==> src/sv/assert_macros.svh <==
// Assertion macros for the deframer RTL.
`ifndef ASSERT_MACROS_SVH
`define ASSERT_MACROS_SVH

// Same-cycle implication, disabled during reset.
`define ASSERT_IMPLIES(label, clk, rst, pre, post, msg) \
   label: assert property (@(posedge clk) disable iff (rst) (pre) |-> (post)) \
      else $error(msg);

// Next-cycle implication, disabled during reset.
`define ASSERT_NEXT(label, clk, rst, pre, post, msg) \
   label: assert property (@(posedge clk) disable iff (rst) (pre) |=> (post)) \
      else $error(msg);

`endif

==> src/sv/cpd_pkg.sv <==
// Types, constants and the CRC-8 function of the packet deframer.
package cpd_pkg;

   localparam logic [7:0] CRC_POLY = 8'h07;
   localparam logic [7:0] HEADER_RESET = 8'h00;
   localparam logic [7:0] MAX_LENGTH_RESET = 8'd128;
   localparam int unsigned PADDR_WIDTH = 3;
   localparam logic [PADDR_WIDTH-1:0] ADDR_HEADER_BYTE = 3'd0;
   localparam logic [PADDR_WIDTH-1:0] ADDR_MAX_LENGTH = 3'd4;

   typedef enum logic [1:0] {
      PH_HUNT = 2'd0,
      PH_LEN  = 2'd1,
      PH_DATA = 2'd2,
      PH_CRC  = 2'd3
   } phase_type;

   typedef enum logic [1:0] {
      KIND_PAYLOAD  = 2'd0,
      KIND_GOOD     = 2'd1,
      KIND_CRC_BAD  = 2'd2,
      KIND_TOO_LONG = 2'd3
   } kind_type;

   typedef struct packed {
      logic [7:0] header_byte;
      logic [7:0] max_length;
   } cfg_type;

   typedef struct packed {
      logic       valid;
      kind_type   kind;
      logic [7:0] data_byte;
      logic [7:0] byte_index;
      logic [7:0] frame_length;
   } result_type;

   function automatic logic [7:0] crc8_update(input logic [7:0] crc, input logic [7:0] b);
      logic [7:0] v;
      v = crc ^ b;
      for (int i = 0; i < 8; i++) begin
         if (v[7]) begin
            v = {v[6:0], 1'b0} ^ CRC_POLY;
         end else begin
            v = {v[6:0], 1'b0};
         end
      end
      return v;
   endfunction

endpackage

==> src/sv/cpd_if.sv <==
// Word channels of the packet deframer: received bytes in, results out.
interface cpd_req_if;
   logic       valid;
   logic       ready;
   logic [7:0] rx_byte;

   modport source (output valid, output rx_byte, input ready);
   modport sink (input valid, input rx_byte, output ready);
endinterface

interface cpd_rsp_if;
   logic       valid;
   logic       ready;
   logic [1:0] kind;
   logic [7:0] data_byte;
   logic [7:0] byte_index;
   logic [7:0] frame_length;

   modport source (output valid, output kind, output data_byte, output byte_index,
                   output frame_length, input ready);
   modport sink (input valid, input kind, input data_byte, input byte_index,
                 input frame_length, output ready);
endinterface

==> src/sv/cpd_csr.sv <==
// Configuration registers of the packet deframer behind an APB-style port.
module cpd_csr (
   input  logic                            clock,
   input  logic                            reset,
   input  logic                            psel,
   input  logic                            penable,
   input  logic                            pwrite,
   input  logic [cpd_pkg::PADDR_WIDTH-1:0] paddr,
   input  logic [31:0]                     pwdata,
   output logic [31:0]                     prdata,
   output logic                            pready,
   output cpd_pkg::cfg_type                cfg
);
   import cpd_pkg::*;

   logic [7:0] header_byte_ff;
   logic [7:0] header_byte_in;
   logic [7:0] max_length_ff;
   logic [7:0] max_length_in;
   logic       write_en;

   assign pready = 1'b1;
   assign write_en = psel && penable && pwrite && pready;

   always_comb begin
      header_byte_in = header_byte_ff;
      max_length_in = max_length_ff;
      if (write_en) begin
         unique case (paddr[2])
            ADDR_HEADER_BYTE[2]: header_byte_in = pwdata[7:0];
            default:             max_length_in = pwdata[7:0];
         endcase
      end
   end

   always_ff @(posedge clock) begin
      if (reset) begin
         header_byte_ff <= HEADER_RESET;
         max_length_ff <= MAX_LENGTH_RESET;
      end else begin
         header_byte_ff <= header_byte_in;
         max_length_ff <= max_length_in;
      end
   end

   always_comb begin
      unique case (paddr[2])
         ADDR_MAX_LENGTH[2]: prdata = {24'd0, max_length_ff};
         default:            prdata = {24'd0, header_byte_ff};
      endcase
   end

   assign cfg.header_byte = header_byte_ff;
   assign cfg.max_length = max_length_ff;
endmodule

==> src/sv/cpd_parser.sv <==
// Frame state machine: phase, remaining count, running CRC and the result of one byte.
module cpd_parser (
   input  logic                clock,
   input  logic                reset,
   input  logic                advance,
   input  logic [7:0]          rx_byte,
   input  cpd_pkg::cfg_type    cfg,
   output cpd_pkg::result_type result
);
   import cpd_pkg::*;

   phase_type  phase_ff;
   phase_type  phase_in;
   logic [7:0] remaining_ff;
   logic [7:0] remaining_in;
   logic [7:0] crc_ff;
   logic [7:0] crc_in;
   logic [7:0] declared_ff;
   logic [7:0] declared_in;

   always_ff @(posedge clock) begin
      if (reset) begin
         phase_ff <= PH_HUNT;
         remaining_ff <= 8'd0;
         crc_ff <= 8'd0;
         declared_ff <= 8'd0;
      end else if (advance) begin
         phase_ff <= phase_in;
         remaining_ff <= remaining_in;
         crc_ff <= crc_in;
         declared_ff <= declared_in;
      end
   end

   always_comb begin
      phase_in = phase_ff;
      remaining_in = remaining_ff;
      crc_in = crc_ff;
      declared_in = declared_ff;
      result.valid = 1'b0;
      result.kind = KIND_PAYLOAD;
      result.data_byte = rx_byte;
      result.byte_index = 8'd0;
      result.frame_length = declared_ff;
      unique case (phase_ff)
         PH_HUNT: begin
            if (rx_byte == cfg.header_byte) begin
               phase_in = PH_LEN;
            end
         end
         PH_LEN: begin
            if (rx_byte > cfg.max_length) begin
               phase_in = PH_HUNT;
               result.valid = 1'b1;
               result.kind = KIND_TOO_LONG;
               result.frame_length = rx_byte;
            end else begin
               declared_in = rx_byte;
               remaining_in = rx_byte;
               crc_in = 8'd0;
               phase_in = (rx_byte == 8'd0) ? PH_CRC : PH_DATA;
            end
         end
         PH_DATA: begin
            result.valid = 1'b1;
            result.byte_index = declared_ff - remaining_ff;
            crc_in = crc8_update(crc_ff, rx_byte);
            remaining_in = remaining_ff - 8'd1;
            if (remaining_ff == 8'd1) begin
               phase_in = PH_CRC;
            end
         end
         PH_CRC: begin
            result.valid = 1'b1;
            result.kind = (rx_byte == crc_ff) ? KIND_GOOD : KIND_CRC_BAD;
            phase_in = PH_HUNT;
         end
         default: begin
            phase_in = PH_HUNT;
         end
      endcase
   end
endmodule

==> src/sv/crc8_packet_deframer.sv <==
// Top level of the CRC-8 length-prefixed packet deframer.
// Received bytes enter on req_chan, one word per valid/ready handshake.
// Each byte is captured in an input register; once the output register is free
// or read, the frame state machine decides its meaning and any result is loaded
// into the output register that drives rsp_chan. A frame is a header byte, a
// length byte, the payload and a CRC-8 byte (polynomial 0x07, initial value 0).
// Payload bytes come out with their index; the CRC byte gives good or bad;
// a length above max_length gives a length error and the parser hunts again.
// Header bytes, accepted lengths and skipped bytes produce no result word.
// Each byte passes the input register and its result the output register on
// the way to rsp_chan valid, and one byte is accepted every cycle as long as
// the receiver takes results.
// When the receiver stalls, the output register holds its word and the input
// register holds one more byte; ready drops only while both are full.
// Synchronous reset returns the parser to hunting, clears both registers and sets
// header_byte to 0 and max_length to 128. The registers at byte addresses 0 and 4
// are written by the user over the APB port while the block is idle; the block itself does not enforce this.
`include "assert_macros.svh"
module crc8_packet_deframer (
   input  logic                            clock,
   input  logic                            reset,
   cpd_req_if.sink                         req_chan,
   cpd_rsp_if.source                       rsp_chan,
   input  logic                            psel,
   input  logic                            penable,
   input  logic                            pwrite,
   input  logic [cpd_pkg::PADDR_WIDTH-1:0] paddr,
   input  logic [31:0]                     pwdata,
   output logic [31:0]                     prdata,
   output logic                            pready
);
   import cpd_pkg::*;

   cfg_type    cfg;
   result_type result;
   logic       in_valid_ff;
   logic       in_valid_in;
   logic [7:0] in_byte_ff;
   logic       out_valid_ff;
   logic       out_valid_in;
   result_type out_word_ff;
   logic       advance;
   logic       req_fire;

   cpd_csr u_csr (
      .clock   (clock),
      .reset   (reset),
      .psel    (psel),
      .penable (penable),
      .pwrite  (pwrite),
      .paddr   (paddr),
      .pwdata  (pwdata),
      .prdata  (prdata),
      .pready  (pready),
      .cfg     (cfg)
   );

   cpd_parser u_parser (
      .clock   (clock),
      .reset   (reset),
      .advance (advance),
      .rx_byte (in_byte_ff),
      .cfg     (cfg),
      .result  (result)
   );

   assign advance = in_valid_ff && (!out_valid_ff || rsp_chan.ready);
   assign req_chan.ready = !in_valid_ff || advance;
   assign req_fire = req_chan.valid && req_chan.ready;

   always_comb begin
      in_valid_in = in_valid_ff;
      if (req_fire) begin
         in_valid_in = 1'b1;
      end else if (advance) begin
         in_valid_in = 1'b0;
      end
      out_valid_in = out_valid_ff;
      if (advance) begin
         out_valid_in = result.valid;
      end else if (rsp_chan.ready) begin
         out_valid_in = 1'b0;
      end
   end

   always_ff @(posedge clock) begin
      if (reset) begin
         in_valid_ff <= 1'b0;
         out_valid_ff <= 1'b0;
      end else begin
         in_valid_ff <= in_valid_in;
         out_valid_ff <= out_valid_in;
      end
   end

   always_ff @(posedge clock) begin
      if (req_fire) begin
         in_byte_ff <= req_chan.rx_byte;
      end
      if (advance) begin
         out_word_ff <= result;
      end
   end

   assign rsp_chan.valid = out_valid_ff;
   assign rsp_chan.kind = out_word_ff.kind;
   assign rsp_chan.data_byte = out_word_ff.data_byte;
   assign rsp_chan.byte_index = out_word_ff.byte_index;
   assign rsp_chan.frame_length = out_word_ff.frame_length;

   `ASSERT_IMPLIES(a_payload_index, clock, reset,
      out_valid_ff && out_word_ff.kind == KIND_PAYLOAD,
      out_word_ff.byte_index < out_word_ff.frame_length, "payload index beyond length")
   `ASSERT_IMPLIES(a_too_long_word, clock, reset,
      out_valid_ff && out_word_ff.kind == KIND_TOO_LONG,
      out_word_ff.byte_index == 8'd0 && out_word_ff.data_byte == out_word_ff.frame_length,
      "length error word malformed")
   `ASSERT_IMPLIES(a_ready_low_when_full, clock, reset,
      !req_chan.ready, in_valid_ff && out_valid_ff && !rsp_chan.ready,
      "input stalled without a full pipeline")
   `ASSERT_NEXT(a_held_byte, clock, reset,
      in_valid_ff && !advance, in_valid_ff && $stable(in_byte_ff),
      "held input byte lost")
endmodule
==> src/flat_wrapper.sv <==
// flat-port wrapper written by rule: the top's interface ports become plain ports
module crc8_packet_deframer_flat import cpd_pkg::*;
  (clock, reset, psel, penable, pwrite, paddr, pwdata, prdata, pready, req_chan_valid, req_chan_rx_byte, req_chan_ready, rsp_chan_valid, rsp_chan_kind, rsp_chan_data_byte, rsp_chan_byte_index, rsp_chan_frame_length, rsp_chan_ready);
  cpd_req_if req_chan_i ();
  cpd_rsp_if rsp_chan_i ();
  input  logic clock;
  input  logic reset;
  input  logic psel;
  input  logic penable;
  input  logic pwrite;
  input  logic [cpd_pkg::PADDR_WIDTH-1:0] paddr;
  input  logic [31:0] pwdata;
  output logic [31:0] prdata;
  output logic pready;
  input wire logic [$bits(req_chan_i.valid)-1:0] req_chan_valid;
  input wire logic [$bits(req_chan_i.rx_byte)-1:0] req_chan_rx_byte;
  output wire logic [$bits(req_chan_i.ready)-1:0] req_chan_ready;
  output wire logic [$bits(rsp_chan_i.valid)-1:0] rsp_chan_valid;
  output wire logic [$bits(rsp_chan_i.kind)-1:0] rsp_chan_kind;
  output wire logic [$bits(rsp_chan_i.data_byte)-1:0] rsp_chan_data_byte;
  output wire logic [$bits(rsp_chan_i.byte_index)-1:0] rsp_chan_byte_index;
  output wire logic [$bits(rsp_chan_i.frame_length)-1:0] rsp_chan_frame_length;
  input wire logic [$bits(rsp_chan_i.ready)-1:0] rsp_chan_ready;
  assign req_chan_i.valid = req_chan_valid;
  assign req_chan_i.rx_byte = req_chan_rx_byte;
  assign req_chan_ready = req_chan_i.ready;
  assign rsp_chan_valid = rsp_chan_i.valid;
  assign rsp_chan_kind = rsp_chan_i.kind;
  assign rsp_chan_data_byte = rsp_chan_i.data_byte;
  assign rsp_chan_byte_index = rsp_chan_i.byte_index;
  assign rsp_chan_frame_length = rsp_chan_i.frame_length;
  assign rsp_chan_i.ready = rsp_chan_ready;
  crc8_packet_deframer u_core (.clock(clock), .reset(reset), .req_chan(req_chan_i), .rsp_chan(rsp_chan_i), .psel(psel), .penable(penable), .pwrite(pwrite), .paddr(paddr), .pwdata(pwdata), .prdata(prdata), .pready(pready));
endmodule
==> config.mk <==
export PLATFORM = sky130hd
export DESIGN_NAME = crc8_packet_deframer_flat
export DESIGN_NICKNAME = d
export VERILOG_FILES = /design/src/sv/cpd_pkg.sv /design/src/sv/cpd_if.sv /design/src/sv/cpd_csr.sv /design/src/sv/cpd_parser.sv /design/src/sv/crc8_packet_deframer.sv /design/src/flat_wrapper.sv
export VERILOG_INCLUDE_DIRS = /design/src /design/src/sv
export SDC_FILE = /design/constraint.sdc
export NUM_CORES = 1
export LEC_CHECK = 0
export BUFFER_PORTS_ARGS = -buffer_cell sky130_fd_sc_hd__buf_2
export CAP_MARGIN = 5
export CORE_UTILIZATION = 45
export CTS_BUF_LIST = sky130_fd_sc_hd__clkbuf_16
export DETAILED_ROUTE_END_ITERATION = 7
export GPL_TIMING_DRIVEN = 0
export PLACE_DENSITY = 0.69
export SLEW_MARGIN = 10
export SYNTH_ARGS = -nofsm -noshare
export SYNTH_HDL_FRONTEND = slang
export SYNTH_HIERARCHICAL = 1
export SYNTH_SLANG_ARGS = --single-unit
==> constraint.sdc <==
create_clock -name clock -period 3.7 [get_ports clock]
set_input_delay 0.555 -clock clock [delete_from_list [all_inputs] [get_ports clock]]
set_output_delay 0.555 -clock clock [all_outputs]
set_load 0.01 [all_outputs]
==> metrics.md <==
| Metric | Value |
|---|---|
| DR WL/cell | `15.5 um` |
| Outcome | `complete, no violations` |
| Design area | `5480 sq um` |
| GR Overflow Total | `0` |
| Die Area | `10,700 sq um` |
| Worst endpoint required time | `3.78 ns` |
| # hold bufs at CTS | `0` |
| CP startpoint | `u_core/in_byte_ff[0]` |
| Initial drt markers | `329` |
| TritonCTS buffer count | `9` |
| Highest clock rate | `320 MHz` |
| First-pass DRT Iterations | `5` |
| # rows | `36` |
| CTS tree | `built` |
| Placed Cells | `665` |
| Routability Congestion | `0.889` |
| DP Area | `5170 sq um` |
| Top FF cell, synth | `dfxtp_1` |
| HPWL Detailed | `7.62 mm` |
| Post-Layout Cell Count | `681` |
| Worst R2R Path Depth | `8` |
| Flops & latches, synth | `78` |
| Netlist cell types | `64` |
| Avg Vias per Cell | `5.28` |
| Clk_skew | `0.00756 ns` |
| CP Class | `flop to flop` |
| Gr usage total | `0.211` |
| Top cell type's share of synthesized area | `0.221` |
| Share of cells above drive strength 1 | `0.266` |
| Number of nets with antenna violations after routing | `0` |
| Gates resized, CTS repair | `0` |
| Starting density of the core | `0.469` |
| Max-slew violation count | `0` |
| Post-CTS setup buffer count | `0` |
| Tightest Pin Transition | `0.935 ns` |
| Startpoint Class | `flop` |
| PwrDens | `377 nW/um^2` |
| Peak VDD IR | `0.000235 V` |
| Antenna violations before repair | `0` |
| Final period utilization | `0.843` |
| Synth-to-Final Area Change | `18.6%` |
| Ys async rst share | `0` |
| Final design utilization | `0.556` |
| Clock tree buffer depth | `2` |
| Number of global-route vias before repair | `3,441` |
| Mapped Area | `4620 sq um` |
| Dpl ws | `0.568 ns` |
| HP Class | `input pin to flop` |
| WP data arrival | `3.20 ns` |
| # DRC | `0` |
| Slew HR | `0.376` |
| Final nets | `614` |
| Chip width | `103 um` |
| Skew-Pair Late Insertion Delay | `0.33 ns` |
| Worst-path clk slew | `0.06 ns` |
| Synth area leader | `edfxtp_1` |
| CP endpoint kind | `flop` |
| Post-synth EDFFs | `34` |
| Maxcap violations | `0` |
| Ys Warns | `6` |
| Setup slack, reg-to-reg | `0.58 ns` |
| Gate count after technology mapping | `450` |
| Leakage power total | `2.26 nW` |
| N_diodes | `0` |
| # IOs | `111` |
| R2r endpoint | `u_core/rsp_chan.frame_length[3]` |
| Root buf cell | `clkbuf_16` |
| Final min period | `3.12 ns` |
| Die Ht | `103 um` |
| Via Count | `3,594` |
| Filler cell count | `846` |
| Setup ws final | `0.579 ns` |
| Final wirelength | `10.6 mm` |
| Mean Syn Cell Area | `10.3 sq um` |
| CTS sink count | `78` |
| R2r startpoint | `u_core/in_byte_ff[0]` |
| Critical path destination | `u_core/rsp_chan.frame_length[3]` |
| Final hold violations | `0` |
| Port-buffer cells | `59` |
| Seq/Total Area, Yosys | `0.411` |
| Crit Path Max Fanout | `8` |
| H-tree Lvls | `3` |
| Largest net degree at the start of global routing | `28` |
| Core area | `9860 sq um` |
| Final number of setup-violating endpoints | `0` |
| First-pass GRT wire length | `16.9 mm` |
| Area contributors post-synth | `edfxtp_1 (22%), dfxtp_1 (19%), mux2i_1 (6.1%), xnor2_1 (5.9%), ha_1 (5.4%)` |
| TNS Setup | `0 ns` |
| RSZ-0062 raised after global routing | `no` |
## critical path: stages (launching register included)
cell and delay [ns]:
edfxtp_1 0.35, clkbuf_1 0.36, inv_1 0.15, ha_1 0.21, nand2b_1 0.16, a21oi_2 0.30
o21ai_2 0.11, a211oi_2 0.81, mux2_2 0.42
## cell usage after synthesis (2+ instances only)
| cell type | count |
|---|---|
| dfxtp_1 | 44 |
| edfxtp_1 | 34 |
| buf_4 | 33 |
| xnor2_1 | 31 |
| nand2_1 | 29 |
| nand2b_1 | 29 |
| mux2i_1 | 28 |
| inv_1 | 21 |
| ha_1 | 20 |
| nor2_1 | 19 |
| a21oi_1 | 18 |
| clkbuf_1 | 17 |
| mux2_2 | 15 |
| nand3_1 | 11 |
| o21ai_0 | 11 |
| nor4_1 | 7 |
| nor3_1 | 5 |
| o21a_1 | 5 |
| a21o_1 | 4 |
| and4_1 | 4 |
| o32ai_1 | 4 |
| a211oi_1 | 3 |
| buf_2 | 3 |
| nor2b_1 | 3 |
| o22ai_1 | 3 |
| or2_2 | 3 |
| a211o_1 | 2 |
| a21oi_2 | 2 |
| buf_6 | 2 |
| conb_1 | 2 |
| nand4_1 | 2 |
| nand4b_1 | 2 |
| o211ai_1 | 2 |
| o311ai_2 | 2 |
## metal layers
metal	track usage	part of all wire	wire length, um	vias to the layer above
met1	0.265	0.43	4590	1687
met5	0	0	0	-
met3	0.0464	0.066	698	23
met2	0.354	0.48	5060	161
li1	-	-	-	1723
met4	0.0802	0.022	229	0
## report_power, final
group	leakage (nW)	internal (mW)	switching, mW
Sequential	0.684	0.918	0.0128
Clock	0.163	0.583	0.336
Combinational	1.41	0.0981	0.116
Total	2.26	1.60	0.465
## stage by stage
step / total power [mW] / hold WS, ns
after CTS: 2.08 / 0.393
after detailed placement: 1.16 / 0.469
final: 2.06 / 0.397
after global placement: 1.16 / 0.458
after global routing: 2.14 / 0.385
after floorplan: 1.10 / 0.449
## layout by cell type, fill, tap and decap left out, drive strengths merged, types with 5 or more instances in the layout
cell type / instances
xnor2: 32
nor4: 7
mux2i: 28
nand3: 11
nand2b: 29
dfxtp: 44
clkbuf: 26
nor3: 5
o21a: 6
nor2: 19
conb: 25
ha: 20
o21ai: 12
buf: 98
nand2: 29
a21oi: 20
inv: 24
mux2: 15
edfxtp: 34
## how the worst min path moves through the flow
stage	start	endpoint	cells after the start	slack [ns]
final	req_chan_rx_byte[2]	u_core/in_byte_ff[2]	1	0.40
after global routing	req_chan_rx_byte[2]	u_core/in_byte_ff[2]	1	0.39
after CTS	req_chan_rx_byte[2]	u_core/in_byte_ff[2]	1	0.39
after detailed placement	u_core/u_parser/declared_ff[3]	u_core/u_parser/declared_ff[3]	2	0.47
after global placement	u_core/u_parser/declared_ff[3]	u_core/u_parser/declared_ff[3]	2	0.46
after floorplan	u_core/u_parser/declared_ff[2]	u_core/u_parser/declared_ff[2]	2	0.45
## cell families after synthesis
kind of cell / synth area share
simple gates: 0.157
flops: 0.411
buf+inv: 0.0969
compound gates: 0.113
mux: 0.0972
xor+xnor: 0.0642
fa+ha+maj: 0.0585
other cells: 0.00162
## area by class of cell
class                   count  area, sq um  area share
inverters                  21         78.8      0.0144
repair buffers             59          295      0.0539
plain buffers              56          369      0.0674
clock inverters             7         85.1      0.0155
multi-input cells         318         2360       0.430
clock buffers               9          225      0.0411
well taps                 133          166      0.0304
flip-flops and latches     78         1900       0.347
(Power assumes the default switching activity.)
